<file path="src/hw/rtl/bvcp_pkg.sv">
// Package with widths and the fixed discharge curve tables of the charge converter.
package bvcp_pkg;

  localparam int VOLT_W   = 13;
  localparam int CP_W     = 14;
  localparam int SLOTS    = 16;
  localparam int SEGS     = SLOTS - 1;
  localparam int SEG_W    = 4;
  localparam int DIFF_W   = VOLT_W;
  localparam int PROD_W   = DIFF_W + CP_W;
  localparam int RECIP_SH = 28;
  localparam int RECIP_W  = RECIP_SH + 1;
  localparam int MUL_W    = PROD_W + RECIP_W;
  localparam int QUO_W    = CP_W;

  localparam int          DEF_CURVE_POINTS = 11;
  localparam logic [VOLT_W-1:0] DEF_CUTOFF_MV = 13'd3300;
  localparam logic [CP_W-1:0]   FULL_CHARGE   = 14'd10000;
  localparam logic [63:0]       RECIP_ONE     = 64'd1 << RECIP_SH;

  // Curve points, highest voltage first. Unused slots repeat the bottom point.
  localparam logic [VOLT_W-1:0] CURVE_MV [SLOTS] = '{
    13'd4200, 13'd4050, 13'd3960, 13'd3900, 13'd3850, 13'd3800, 13'd3760, 13'd3730,
    13'd3700, 13'd3650, 13'd3200, 13'd3200, 13'd3200, 13'd3200, 13'd3200, 13'd3200
  };

  localparam logic [CP_W-1:0] CURVE_CP [SLOTS] = '{
    14'd10000, 14'd9000, 14'd8000, 14'd7000, 14'd6000, 14'd5000, 14'd4000, 14'd3000,
    14'd2000, 14'd1000, 14'd0, 14'd0, 14'd0, 14'd0, 14'd0, 14'd0
  };

  // Voltage span of each segment. Flat padding segments are never selected,
  // so their span is set to one to keep the reciprocal defined.
  localparam logic [VOLT_W-1:0] SEG_SPAN [SEGS] = '{
    13'd150, 13'd90, 13'd60, 13'd50, 13'd50, 13'd40, 13'd30, 13'd30,
    13'd50, 13'd450, 13'd1, 13'd1, 13'd1, 13'd1, 13'd1
  };

  // Charge rise across each segment.
  localparam logic [CP_W-1:0] SEG_DC [SEGS] = '{
    14'd1000, 14'd1000, 14'd1000, 14'd1000, 14'd1000, 14'd1000, 14'd1000, 14'd1000,
    14'd1000, 14'd1000, 14'd0, 14'd0, 14'd0, 14'd0, 14'd0
  };

  // Truncated reciprocal of each span, scaled by two to the RECIP_SH.
  localparam logic [RECIP_W-1:0] SEG_RECIP [SEGS] = '{
    RECIP_W'(RECIP_ONE / 64'd150), RECIP_W'(RECIP_ONE / 64'd90),
    RECIP_W'(RECIP_ONE / 64'd60),  RECIP_W'(RECIP_ONE / 64'd50),
    RECIP_W'(RECIP_ONE / 64'd50),  RECIP_W'(RECIP_ONE / 64'd40),
    RECIP_W'(RECIP_ONE / 64'd30),  RECIP_W'(RECIP_ONE / 64'd30),
    RECIP_W'(RECIP_ONE / 64'd50),  RECIP_W'(RECIP_ONE / 64'd450),
    RECIP_W'(RECIP_ONE / 64'd1),   RECIP_W'(RECIP_ONE / 64'd1),
    RECIP_W'(RECIP_ONE / 64'd1),   RECIP_W'(RECIP_ONE / 64'd1),
    RECIP_W'(RECIP_ONE / 64'd1)
  };

endpackage

</file>
<file path="src/hw/rtl/bvcp_if.sv">
// Handshake interfaces for the voltage, result and cutoff channels of the charge converter.
interface bvcp_in_if;
  logic                          valid;
  logic                          ready;
  logic [bvcp_pkg::VOLT_W-1:0]   batt_mv;
  modport source (output valid, output batt_mv, input ready);
  modport sink   (input valid, input batt_mv, output ready);
endinterface

interface bvcp_out_if;
  logic                          valid;
  logic                          ready;
  logic [bvcp_pkg::CP_W-1:0]     charge_centipct;
  logic                          safe_flag;
  modport source (output valid, output charge_centipct, output safe_flag, input ready);
  modport sink   (input valid, input charge_centipct, input safe_flag, output ready);
endinterface

interface bvcp_cfg_if;
  logic                          valid;
  logic                          ready;
  logic [bvcp_pkg::VOLT_W-1:0]   low_cutoff_mv;
  modport source (output valid, output low_cutoff_mv, input ready);
  modport sink   (input valid, input low_cutoff_mv, output ready);
endinterface

</file>
<file path="src/hw/rtl/battery_voltage_to_charge_percent_core.sv">
// Top level of the battery voltage to state-of-charge converter.
// The block turns a battery voltage in millivolts into a state of charge in
// hundredths of a percent along a fixed lithium-polymer discharge curve, with
// linear interpolation inside the bracketing segment and truncation of the
// result. At or above the top point the result is 10000, at or below the
// bottom point it is the bottom point's charge (0 for the full curve). A safe
// flag reports whether the voltage is at or above the programmable cutoff,
// which resets to 3300 mV and may be rewritten only while the block is idle.
// The block is a six-stage pipeline: while the result side does not stall, one
// voltage is accepted every cycle, and its result is offered on the output from
// the register of the sixth stage. The depth is set by the interpolation
// divide, done as a multiply by a per-segment reciprocal, a back-multiply and
// a one-step correction, with a register after each multiplier. Each stage
// holds its item while the stage after it is full and held, so a stall on the result
// side fills the empty stages first and only then holds off the input.
module battery_voltage_to_charge_percent_core #(
  parameter int CURVE_POINTS = bvcp_pkg::DEF_CURVE_POINTS
) (
  input  logic              clk,
  input  logic              rst_n,
  bvcp_in_if.sink           in_ch,
  bvcp_out_if.source        out_ch,
  bvcp_cfg_if.sink          cfg_ch
);
  import bvcp_pkg::*;

  localparam int NPTS = (CURVE_POINTS < 2) ? 2 : ((CURVE_POINTS > SLOTS) ? SLOTS : CURVE_POINTS);
  localparam int NSTG = 6;
  localparam logic [SEG_W-1:0] BOT_IDX = SEG_W'(NPTS - 1);

  // Cutoff register; every write transfer is taken at once.
  logic [VOLT_W-1:0] cutoff_r;

  assign cfg_ch.ready = 1'b1;

  always_ff @(posedge clk) begin
    if (!rst_n) begin
      cutoff_r <= DEF_CUTOFF_MV;
    end else if (cfg_ch.valid) begin
      cutoff_r <= cfg_ch.low_cutoff_mv;
    end
  end

  // Pipeline flow control. A stage loads when it is empty or its item moves on.
  logic [NSTG:1] vld_r;
  logic [NSTG+1:1] take;

  always_comb begin
    take[NSTG+1] = out_ch.ready;
    for (int k = NSTG; k >= 1; k--) begin
      take[k] = !vld_r[k] || take[k+1];
    end
  end

  assign in_ch.ready = take[1];

  always_ff @(posedge clk) begin
    if (!rst_n) begin
      vld_r <= '0;
    end else begin
      if (take[1]) begin
        vld_r[1] <= in_ch.valid;
      end
      for (int k = 2; k <= NSTG; k++) begin
        if (take[k]) begin
          vld_r[k] <= vld_r[k-1];
        end
      end
    end
  end

  // Stage 1: segment search over the curve points and the cutoff compare.
  // The first segment from the top whose lower point lies at or below the
  // voltage brackets it, since every point above that one is higher still.
  logic [SEG_W-1:0]  seg_nxt;
  logic              hi_nxt;
  logic              lo_nxt;
  logic [VOLT_W-1:0] s1_volt_r;
  logic [SEG_W-1:0]  s1_seg_r;
  logic              s1_hi_r;
  logic              s1_lo_r;
  logic              s1_safe_r;

  always_comb begin
    seg_nxt = '0;
    for (int i = SEGS - 1; i >= 0; i--) begin
      if ((i <= NPTS - 2) && (in_ch.batt_mv >= CURVE_MV[i+1])) begin
        seg_nxt = SEG_W'(i);
      end
    end
    hi_nxt = in_ch.batt_mv >= CURVE_MV[0];
    lo_nxt = !hi_nxt && (in_ch.batt_mv <= CURVE_MV[BOT_IDX]);
  end

  always_ff @(posedge clk) begin
    if (take[1]) begin
      s1_volt_r <= in_ch.batt_mv;
      s1_seg_r  <= seg_nxt;
      s1_hi_r   <= hi_nxt;
      s1_lo_r   <= lo_nxt;
      s1_safe_r <= in_ch.batt_mv >= cutoff_r;
    end
  end

  // Stage 2: segment lookup. A clamped voltage gets its fixed charge as the
  // base with a zero offset, so the later stages add nothing to it.
  logic [CP_W-1:0]   s2_base_r;
  logic [DIFF_W-1:0] s2_diff_r;
  logic [CP_W-1:0]   s2_dc_r;
  logic [SEG_W-1:0]  s2_seg_r;
  logic              s2_safe_r;
  logic [SEG_W-1:0]  lo_idx;

  assign lo_idx = SEG_W'(s1_seg_r + 4'd1);

  always_ff @(posedge clk) begin
    if (take[2]) begin
      s2_seg_r  <= s1_seg_r;
      s2_safe_r <= s1_safe_r;
      if (s1_hi_r) begin
        s2_base_r <= CURVE_CP[0];
        s2_diff_r <= '0;
        s2_dc_r   <= '0;
      end else if (s1_lo_r) begin
        s2_base_r <= CURVE_CP[BOT_IDX];
        s2_diff_r <= '0;
        s2_dc_r   <= '0;
      end else begin
        s2_base_r <= CURVE_CP[lo_idx];
        s2_diff_r <= s1_volt_r - CURVE_MV[lo_idx];
        s2_dc_r   <= SEG_DC[s1_seg_r];
      end
    end
  end

  // Stage 3: offset times charge rise.
  logic [PROD_W-1:0] s3_prod_r;
  logic [CP_W-1:0]   s3_base_r;
  logic [SEG_W-1:0]  s3_seg_r;
  logic              s3_safe_r;

  always_ff @(posedge clk) begin
    if (take[3]) begin
      s3_prod_r <= PROD_W'(s2_diff_r) * PROD_W'(s2_dc_r);
      s3_base_r <= s2_base_r;
      s3_seg_r  <= s2_seg_r;
      s3_safe_r <= s2_safe_r;
    end
  end

  // Stage 4: quotient estimate by the span's reciprocal. The estimate is the
  // true quotient or one below it.
  logic [MUL_W-1:0]  s4_mul_r;
  logic [PROD_W-1:0] s4_prod_r;
  logic [CP_W-1:0]   s4_base_r;
  logic [SEG_W-1:0]  s4_seg_r;
  logic              s4_safe_r;

  always_ff @(posedge clk) begin
    if (take[4]) begin
      s4_mul_r  <= MUL_W'(s3_prod_r) * MUL_W'(SEG_RECIP[s3_seg_r]);
      s4_prod_r <= s3_prod_r;
      s4_base_r <= s3_base_r;
      s4_seg_r  <= s3_seg_r;
      s4_safe_r <= s3_safe_r;
    end
  end

  // Stage 5: back-multiply the estimate by the span.
  logic [QUO_W-1:0]  quo_est;
  logic [QUO_W-1:0]  s5_quo_r;
  logic [PROD_W-1:0] s5_back_r;
  logic [PROD_W-1:0] s5_prod_r;
  logic [CP_W-1:0]   s5_base_r;
  logic [SEG_W-1:0]  s5_seg_r;
  logic              s5_safe_r;

  assign quo_est = s4_mul_r[RECIP_SH +: QUO_W];

  always_ff @(posedge clk) begin
    if (take[5]) begin
      s5_quo_r  <= quo_est;
      s5_back_r <= PROD_W'(quo_est) * PROD_W'(SEG_SPAN[s4_seg_r]);
      s5_prod_r <= s4_prod_r;
      s5_base_r <= s4_base_r;
      s5_seg_r  <= s4_seg_r;
      s5_safe_r <= s4_safe_r;
    end
  end

  // Stage 6: bump the estimate when the remainder reaches the span, then add
  // the segment's base charge into the output register.
  logic [PROD_W-1:0] rem;
  logic [QUO_W-1:0]  quo_fix;
  logic [CP_W-1:0]   s6_charge_r;
  logic              s6_safe_r;

  assign rem     = s5_prod_r - s5_back_r;
  assign quo_fix = (rem >= PROD_W'(SEG_SPAN[s5_seg_r])) ? QUO_W'(s5_quo_r + 14'd1) : s5_quo_r;

  always_ff @(posedge clk) begin
    if (take[6]) begin
      s6_charge_r <= CP_W'(s5_base_r + quo_fix);
      s6_safe_r   <= s5_safe_r;
    end
  end

  assign out_ch.valid           = vld_r[NSTG];
  assign out_ch.charge_centipct = s6_charge_r;
  assign out_ch.safe_flag       = s6_safe_r;

  // A result never goes past full charge.
  a_charge_range: assert property (@(posedge clk) disable iff (!rst_n)
    vld_r[NSTG] |-> (s6_charge_r <= FULL_CHARGE))
    else $error("charge result above full scale");

  // The reciprocal estimate is at most one below the true quotient.
  a_quo_close: assert property (@(posedge clk) disable iff (!rst_n)
    vld_r[5] |-> (rem < (PROD_W'(SEG_SPAN[s5_seg_r]) << 1)))
    else $error("quotient estimate off by more than one");

  // With the output stage free the input is never held off.
  a_no_false_stall: assert property (@(posedge clk) disable iff (!rst_n)
    !vld_r[NSTG] |-> in_ch.ready)
    else $error("input stalled while output stage is empty");

  // An item in the output stage that is not taken stays there.
  a_out_hold: assert property (@(posedge clk) disable iff (!rst_n)
    (vld_r[NSTG] && !out_ch.ready) |=> (vld_r[NSTG] && $stable(s6_charge_r)))
    else $error("stalled result lost or changed");

endmodule
</file>
<file path="src/flat_wrapper.sv">
// flat-port wrapper written by rule: the top's interface ports become plain ports
module battery_voltage_to_charge_percent_core_flat import bvcp_pkg::*;
#(
  parameter int CURVE_POINTS = bvcp_pkg::DEF_CURVE_POINTS
)
  (clk, rst_n, in_ch_valid, in_ch_batt_mv, in_ch_ready, out_ch_valid, out_ch_charge_centipct, out_ch_safe_flag, out_ch_ready, cfg_ch_valid, cfg_ch_low_cutoff_mv, cfg_ch_ready);
  bvcp_in_if in_ch_i ();
  bvcp_out_if out_ch_i ();
  bvcp_cfg_if cfg_ch_i ();
  input  logic clk;
  input  logic rst_n;
  input wire logic [$bits(in_ch_i.valid)-1:0] in_ch_valid;
  input wire logic [$bits(in_ch_i.batt_mv)-1:0] in_ch_batt_mv;
  output wire logic [$bits(in_ch_i.ready)-1:0] in_ch_ready;
  output wire logic [$bits(out_ch_i.valid)-1:0] out_ch_valid;
  output wire logic [$bits(out_ch_i.charge_centipct)-1:0] out_ch_charge_centipct;
  output wire logic [$bits(out_ch_i.safe_flag)-1:0] out_ch_safe_flag;
  input wire logic [$bits(out_ch_i.ready)-1:0] out_ch_ready;
  input wire logic [$bits(cfg_ch_i.valid)-1:0] cfg_ch_valid;
  input wire logic [$bits(cfg_ch_i.low_cutoff_mv)-1:0] cfg_ch_low_cutoff_mv;
  output wire logic [$bits(cfg_ch_i.ready)-1:0] cfg_ch_ready;
  assign in_ch_i.valid = in_ch_valid;
  assign in_ch_i.batt_mv = in_ch_batt_mv;
  assign in_ch_ready = in_ch_i.ready;
  assign out_ch_valid = out_ch_i.valid;
  assign out_ch_charge_centipct = out_ch_i.charge_centipct;
  assign out_ch_safe_flag = out_ch_i.safe_flag;
  assign out_ch_i.ready = out_ch_ready;
  assign cfg_ch_i.valid = cfg_ch_valid;
  assign cfg_ch_i.low_cutoff_mv = cfg_ch_low_cutoff_mv;
  assign cfg_ch_ready = cfg_ch_i.ready;
  battery_voltage_to_charge_percent_core #(.CURVE_POINTS(CURVE_POINTS)) u_core (.clk(clk), .rst_n(rst_n), .in_ch(in_ch_i), .out_ch(out_ch_i), .cfg_ch(cfg_ch_i));
endmodule
</file>
<file path="config.mk">
export PLATFORM = sky130hd
export DESIGN_NAME = battery_voltage_to_charge_percent_core_flat
export DESIGN_NICKNAME = d
export VERILOG_FILES = /design/src/hw/rtl/bvcp_pkg.sv /design/src/hw/rtl/bvcp_if.sv /design/src/hw/rtl/battery_voltage_to_charge_percent_core.sv /design/src/flat_wrapper.sv
export SDC_FILE = /design/constraint.sdc
export NUM_CORES = 2
export LEC_CHECK = 0
export BUFFER_PORTS_ARGS = -buffer_cell sky130_fd_sc_hd__buf_2
export CAP_MARGIN = 0
export CELL_PAD_IN_SITES_DETAIL_PLACEMENT = 2
export CELL_PAD_IN_SITES_GLOBAL_PLACEMENT = 2
export CORE_UTILIZATION = 41
export DETAILED_ROUTE_END_ITERATION = 8
export GPL_TIMING_DRIVEN = 0
export MAX_ROUTING_LAYER = met4
export PLACE_DENSITY = 0.79
export SYNTH_ARGS = -nofsm -noshare
export SYNTH_HDL_FRONTEND = slang
export SYNTH_SLANG_ARGS = --single-unit
</file>
<file path="constraint.sdc">
create_clock -name clk -period 16.8 [get_ports clk]
set_input_delay 1.68 -clock clk [delete_from_list [all_inputs] [get_ports clk]]
set_output_delay 1.68 -clock clk [all_outputs]
set_load 0.02 [all_outputs]
</file>
==> impl_metrics.yaml <==
status:
  status: "finished clean"
place:
  hpwl_um: 99200
  io_buffers: 45
  post_dp_cell_area_mm2: 0.0366
  dp_slack_ns: 5.99
  routabilityCongestion: 1.01
  dpl.cell_count: 4715
logic_synthesis:
  synth.avg_cell_area_um2: 9.88
  ys_seq_area_share_pct: 20.7
  synth_most_common_cell: "inv_1"
  synth_area_leaders: "fa_1 (31%), edfxtp_1 (20%), ha_1 (14%)"
  syn_area_mm2: 0.0349
  synth_edf_count: 228
  synth_fp_nets: 4514
  netlist_instances: 3533
  synth-main-ff-cell: "edfxtp_1"
  ys_ff_latch: 247
  netlist_top_cells_count: "inv_1 (805), fa_1 (547), ha_1 (403), nand2_1 (320), and2_1 (311)"
  ys_types: 76
  ys_warn_count: 0
  synth_area_leader_cell: "fa_1"
  async_flop_share_pct: 0
  synth_top_area_share_pct: 31.4
timing:
  slew_headroom_pct: 11.2
  hold_violations: 0
  rsz0062_at_grt: "no"
  hold_ws_ns: 0.410
  period_share_pct: 65.5
  finalSetupViolCount: 0
  timing.fmax_mhz: 90.8
  slew_violations: 0
  setup_tns_ns: 0
  setup_ws_ns: 5.79
  max_slew.worst_pin.slew_ns: 1.33
  fin_skew_ns: 0.0120
  period_minus_slack_ns: 11.01
finish:
  final.fill_count: 8968
  post-route-util_pct: 44.8
  syn_to_final_growth_pct: 7.72
  final_nets: 4593
  finalInstanceArea_mm2: 0.0376
  regArea_mm2: 0.00723
  final_cells: 4776
  drive_above_1_share_pct: 3.66
  multi_input_area_mm2: 0.0242
critical_path:
  path_class: "flip-flop to flip-flop"
  critPathArrivalTime_ns: 11.33
  crit_top_cell: "fa_1"
  cp_slowest_stage_delay_ns: 0.65
  cp.required_ns: 17.12
  crit_buf_inv: 10
  cp_slowest_cell: "o21ai_0"
  cp_max_fo: 11
  critPathCaptureType: "flip-flop"
  critPathTopFamily: "adder cells"
  startpoint_type: "flip-flop"
power_and_ir_drop:
  p_sw_share_pct: 51.4
  fin_total_pwr_mw: 6.62
  p_sw_mw: 3.41
  power_frac_seq_pct: 16.5
  powerDensity_mw_per_mm2: 176
  clock_power_share_pct: 9.8
  leakage_nw: 19.1
  p_comb_share_pct: 73.6
  p_int_mw: 3.22
  ir_drop_mv: 0.166
floorplan:
  fp.dieH_um: 294
  io_pins: 49
  start_util_pct: 41.6
  die-area_mm2: 0.0863
  core_area_mm2: 0.0840
  rows: 106
  die_w_um: 294
clock_network:
  cts_resized: 0
  post-cts-setup-buffers: 0
  clk_latency_ns: 0.59
  cts_tree: "yes"
  cts_hold_buf: 0
  path_clk_slew_ns: 0.07
  cts_buffer_depth: 3
  htree_levels: 1
  numCtsBuffers: 29
  cts_sinks: 247
  cts_root_buffer: "clkbuf_16"
worst_hold_path:
  hp-class: "flip-flop to flip-flop"
detailed_routing:
  wire_per_inst_um: 25.2
  first_pass_iters: 5
  drc: 0
  dr.first_iter.drc_count: 1410
  vias: 25500
  avgViaCountPerCell: 5.35
  ant_nets: 0
  routed_wl_um: 121000
global_route:
  antenna_found_initial: 6
  grt_overflow: 0
  grt_max_degree: 64
  grt_pass1_vias: 29800
  grt_pass1_wl_um: 184000
  grt_use_total_pct: 29.4
flow_run:
  cap_violations: 0
-- power groups by stage --
stage | Combinational (mW) | Clock, mW | Sequential (mW)
2_1_floorplan | 3.28 | 0 | 1.03
3_5_place_dp | 4.87 | 0 | 1.10
4_1_cts | 4.97 | 0.664 | 1.09
6_report | 4.87 | 0.652 | 1.10
3_3_place_gp | 4.56 | 0 | 1.09
5_1_grt | 5.49 | 0.683 | 1.10
-- worst paths after layout --
kind | endpoint | cells after the start | startpoint | slack (ns)
hold reg to reg | u_core.s5_prod_r[15] | 0 | u_core.s4_prod_r[15] | 0.41
hold / removal | u_core.s5_prod_r[15] | 0 | u_core.s4_prod_r[15] | 0.41
setup / recovery | u_core.s4_mul_r[37] | 31 | u_core.s3_seg_r[2] | 5.79
setup reg to reg | u_core.s4_mul_r[37] | 31 | u_core.s3_seg_r[2] | 5.79
-- cells in the final DEF, fill, tap and decap left out, types with 8 or more instances in the layout --
cell,n
nor3_1,31
xnor2_1,72
o21a_1,22
nor2b_1,54
mux2i_1,14
and3_1,54
edfxtp_1,228
a21boi_0,8
nand2_1,319
fa_1,547
xor2_1,30
a21o_1,31
nand3_1,34
a21oi_1,79
and2_1,311
nor2_1,99
o211ai_1,19
inv_1,803
a31oi_1,9
clkbuf_16,29
nand4_1,13
dfxtp_1,19
o21bai_1,13
ha_1,403
buf_2,50
clkbuf_1,119
o21ai_0,63
a211oi_1,10
buf_1,13
-- cells by family (layout without fill, tap and decap cells) --
logic type | Yosys count | count (layout) | synth area share (%)
compound gates | 316 | 316 | 6.10
other cells | 1 | 8 | 0.0107
mux | 17 | 17 | 0.498
flops | 247 | 247 | 20.7
simple gates | 962 | 962 | 14.2
xor+xnor | 102 | 102 | 2.56
fa+ha+maj | 950 | 950 | 45.8
buf+inv | 938 | 1040 | 10.1
-- state kept, by name (all words and copies together) (netlist names), 10 cells and up --
signal	flops
u_core.s5_base_r	10
u_core.s4_mul_r	14
u_core.s5_quo_r	14
u_core.s1_volt_r	13
u_core.s4_base_r	10
u_core.s2_diff_r	13
u_core.s5_prod_r	22
u_core.s5_back_r	25
u_core.s2_base_r	10
u_core.s3_base_r	10
u_core.out_ch.charge_centipct	14
u_core.s3_prod_r	22
u_core.cutoff_r	13
u_core.s4_prod_r	22
-- cell type report --
cell class                      instances  area share (%)
Multi-Input combinational cell       2348            64.3
Sequential cell                       247            19.2
Inverter                              805            8.04
Tap cell                             1134            3.77
Clock buffer                           38            2.13
Buffer                                133            1.35
Timing Repair Buffer                   48           0.745
Clock inverter                         16           0.433
Antenna cell                            7          0.0466
-- routing by layer --
layer	vias up	track usage, %	wire [µm]
li1	11200	-	-
met1	13400	35.9	49200
met2	714	49.6	60000
met3	230	4.52	6780
met4	0	9.76	4660
met5	-	-	0
(Power assumes the default switching activity.)
